## src/hdl/pws_pkg.sv

```systemverilog
// Package for the perspective world-to-screen block: shared types and constants.
// Used by every module of the block.
`default_nettype none
package pws_pkg;

    // Numerator width: offset magnitude times focal length
    localparam int NumW = 82;
    // Quotient width: numerator over a depth of at least 2^30
    localparam int QuoW = 52;
    // Depth and magnitude width
    localparam int MagW = 50;
    // Q.30 value of 1.0
    localparam logic signed [50:0] DEPTH_ONE = 51'sd1 << 30;

    // APB register indexes
    localparam logic [2:0] REG_CAM_X   = 3'd0;
    localparam logic [2:0] REG_CAM_Y   = 3'd1;
    localparam logic [2:0] REG_CAM_Z   = 3'd2;
    localparam logic [2:0] REG_AXIS_F  = 3'd3;
    localparam logic [2:0] REG_AXIS_R  = 3'd4;
    localparam logic [2:0] REG_AXIS_U  = 3'd5;
    localparam logic [2:0] REG_FOCAL   = 3'd6;
    localparam logic [2:0] REG_CENTER  = 3'd7;

    typedef struct packed {
        logic signed [31:0] cam_x;
        logic signed [31:0] cam_y;
        logic signed [31:0] cam_z;
        logic [47:0]        axis_forward;
        logic [47:0]        axis_right;
        logic [47:0]        axis_up;
        logic [31:0]        focal;
        logic [63:0]        center;
    } t_cfg;

    // One division job handed from the front to the back
    typedef struct packed {
        logic [NumW-1:0] num_lat;
        logic [NumW-1:0] num_vert;
        logic [MagW-1:0] depth;
        logic            neg_lat;
        logic            neg_vert;
    } t_div_job;

endpackage
`default_nettype wire

```

## src/hdl/pws_fifo.sv

```systemverilog
// Four-entry job queue between the front and back pipelines.
// Depends on pws_pkg.
`default_nettype none
module pws_fifo import pws_pkg::*; (
    input  wire logic     i_clk,
    input  wire logic     i_rst_n,
    input  wire t_div_job i_job,
    input  wire logic     i_valid,
    output logic          o_ready,
    output t_div_job      o_job,
    output logic          o_valid,
    input  wire logic     i_ready
);

    t_div_job   r_mem [4];
    logic [1:0] r_wp, r_rp;
    logic [2:0] r_cnt;
    logic       push, pop;

    assign o_valid = (r_cnt != 3'd0);
    assign pop     = o_valid && i_ready;
    // accept while not full, or when a beat leaves in the same cycle
    assign o_ready = (r_cnt != 3'd4) || pop;
    assign push    = i_valid && o_ready;
    assign o_job   = r_mem[r_rp];

    always_ff @(posedge i_clk) begin
        if (push) begin
            r_mem[r_wp] <= i_job;
        end
    end

    always_ff @(posedge i_clk) begin
        if (!i_rst_n) begin
            r_wp  <= '0;
            r_rp  <= '0;
            r_cnt <= '0;
        end else begin
            if (push) r_wp <= r_wp + 2'd1;
            if (pop)  r_rp <= r_rp + 2'd1;
            r_cnt <= r_cnt + 3'(push) - 3'(pop);
        end
    end

endmodule
`default_nettype wire

```

## config.mk

```make
export PLATFORM = sky130hd
export DESIGN_NAME = pws_fifo
export DESIGN_NICKNAME = d
export VERILOG_FILES = /design/src/hdl/pws_pkg.sv /design/src/hdl/pws_fifo.sv
export SDC_FILE = /design/constraint.sdc
export NUM_CORES = 1
export LEC_CHECK = 0
export BUFFER_PORTS_ARGS = -buffer_cell sky130_fd_sc_hd__buf_4
export CORE_ASPECT_RATIO = 0.8
export CORE_MARGIN = 2
export CORE_UTILIZATION = 35
export CTS_CLUSTER_DIAMETER = 120
export CTS_CLUSTER_SIZE = 28
export DETAILED_ROUTE_END_ITERATION = 6
export GPL_ROUTABILITY_DRIVEN = 0
export SYNTH_ARGS = -nofsm -noshare
export SYNTH_HDL_FRONTEND = slang
export SYNTH_SLANG_ARGS = --single-unit
```

## constraint.sdc

```tcl
create_clock -name i_clk -period 9.8 [get_ports i_clk]
set_clock_uncertainty 0.15 [all_clocks]
set_input_delay 1.47 -clock i_clk [delete_from_list [all_inputs] [get_ports i_clk]]
set_output_delay 1.47 -clock i_clk [all_outputs]
set_load 0.01 [all_outputs]
```

==> impl_metrics.json <==
{
  "synth_top_area_frac": 0.822,
  "clk_latency_ns": 0.59,
  "cts-buffers-inserted": 37,
  "grt_pass1_wl_mm": 93.3,
  "ys_seq_area_frac": 0.828,
  "rows": 98,
  "synth_edf_count": 864,
  "antenna_found_initial": 7,
  "setup_tns_ns": 0,
  "path_buf_inv": 3,
  "path_cells": "buf_4, buf_12, mux4_2, buf_4",
  "synth_top_flop_cell": "edfxtp_1",
  "routed_via_density": 4.81,
  "fmax_ghz": 0.195,
  "initial_utilization": 0.353,
  "ys_types": 22,
  "syn_area_mm2": 0.0315,
  "clock-root-buffer": "clkbuf_16",
  "setup_viol": 0,
  "clkTransAtPathRegs_ns": 0.11,
  "synth_most_common_cell": "edfxtp_1",
  "period_needed_ns": 5.12,
  "r2r-start": "r_cnt[1]",
  "slowest_stage": "buf_4",
  "cp.arrival_ns": 3.50,
  "ctsResizeCount": 0,
  "place_area_mm2": 0.0363,
  "peakVddDrop_v": 0.000163,
  "dr.first_iter.drc_count": 938,
  "cts_buffer_depth": 3,
  "layout-drive-gt1-share": 0.441,
  "utilization": 0.418,
  "crit_required_ns": 8.18,
  "h-tree-depth": 2,
  "fin_area_mm2": 0.0373,
  "critPathMaxFanout": 85,
  "drc_errors": 0,
  "slowest_delay_ns": 0.70,
  "start_kind": "flop",
  "grt_max_degree": 120,
  "ys.warnings.count": 0,
  "fin_crit_sh": 0.522,
  "place_inst": 2779,
  "netlist_top_cells_area": "edfxtp_1, mux4_2, dfxtp_1",
  "relSlewSlack": 0.311,
  "grt_pass1_vias": 14300,
  "slew_violations": 0,
  "fin_cells": 2830,
  "drv_cap": 0,
  "ys_top_cells_by_count": "edfxtp_1, mux4_2, buf_2",
  "dieArea_mm2": 0.0926,
  "hp-start": "r_wp[0]",
  "hold_slack_ns": 0.354,
  "drtPass1Iterations": 4,
  "overflow": 0,
  "clock-sinks": 873,
  "synth_nets": 1403,
  "hold_viol_final": 0,
  "nets": 1845,
  "p_leak_nw": 12.0,
  "antenna_left": 0,
  "wl_mm": 63.2,
  "async_reset_ff_frac": 0,
  "end_kind": "output pin",
  "synthCells": 1176,
  "dp_hpwl_mm": 38.1,
  "vias": 13600,
  "die_h_um": 273,
  "synth_area_leader_cell": "edfxtp_1",
  "critPathKind": "flop to output pin",
  "die_w_um": 340,
  "cts_tree": "done",
  "cts_setup_buffers": 0,
  "critical-path-top-delay-family": "buffers and inverters",
  "synth_seq_cells": 873,
  "io_pins": 438,
  "worstMarginPinSlew_ns": 1.03,
  "grt_setup_unrepaired": "false",
  "fillerInstances": 7695,
  "cts_hold_buffers": 0,
  "track_usage": 0.133,
  "core_area_mm2": 0.0894,
  "syn_to_final_growth_pct": 18.3,
  "crit_top_cell": "buf_4",
  "status": "complete, no violations",
  "post_drt_wl_per_cell_um": 22.3,
  "hp-class": "flop to flop",
  "port_buffers": 437,
  "power_density_mw_per_mm2": 226,
  "avgSynthCellArea_um2": 26.8
}
-- through the flow --
step                      setup slack (ns)  total power [mW]
after floorplan                       2.33              5.83
final                                 4.68              8.43
after detailed placement              5.25              6.77
after global routing                  4.38              8.80
after CTS                             4.57              8.59
after global placement                5.26              6.75
-- sequential cells by signal (all words and copies together) (netlist names), named ones only --
name / count
r_cnt: 3
r_mem: 864
r_rp: 2
r_wp: 2
-- routing by layer --
metal,share of wire,track usage
met3,0.067,0.0371
met4,0.015,0.0277
met1,0.42,0.178
met2,0.50,0.220
met5,0.0012,0
-- worst reg2reg max path: cells and delay by family, from the launching register on --
| kind | cells | cell delay, ns |
|---|---|---|
| buffers and inverters | 2 | 1.49 |
| flip-flops | 1 | 0.47 |
| AND/OR/NAND/NOR | 2 | 0.52 |
-- cell families after synthesis --
kind of cell,after synthesis,synth area share
XOR/XNOR,4,0.00111
AND/OR/NAND/NOR,17,0.00333
buffers and inverters,55,0.00924
multiplexers,217,0.155
AO/OA/AOI/OAI,3,0.000714
adder cells (fa/ha/maj),7,0.00301
flip-flops,873,0.828
-- final cells by class --
type	instances	area, um^2	share of cell area
Antenna cell	1	2.50	0.0000670
Clock buffer	47	1010	0.0270
Clock inverter	3	33.8	0.000905
Inverter	5	18.8	0.000503
Multi-Input combinational cell	248	5150	0.138
Sequential cell	873	26100	0.700
Tap cell	1200	1500	0.0402
Timing Repair Buffer	453	3480	0.0931
-- path summary, 6_finish.rpt --
kind                    to  slack (ns)  depth (start not counted)
max              o_job[96]        4.68                          4
min                r_wp[0]        0.35                          2
max reg2reg  r_mem[1][105]        6.68                          4
min reg2reg        r_wp[0]        0.35                          2
-- power by group --
part | total [mW] | internal, mW | leakage, nW | switching [mW]
logic | 2.14 | 1.10 | 3.47 | 1.03
registers | 4.48 | 4.40 | 8.00 | 0.0822
clock network | 1.81 | 0.738 | 0.508 | 1.07
total | 8.43 | 6.24 | 12.0 | 2.18
-- cells in the final DEF, fill, tap and decap left out, drive strengths merged, types with 4 or more instances in the layout --
cell type    n
edfxtp     864
inv          7
and2         4
xnor2        4
mux4       216
and3         4
ha           6
buf        453
clkbuf      47
dfxtp        9
No activity file was read; power rests on OpenSTA's default activity.
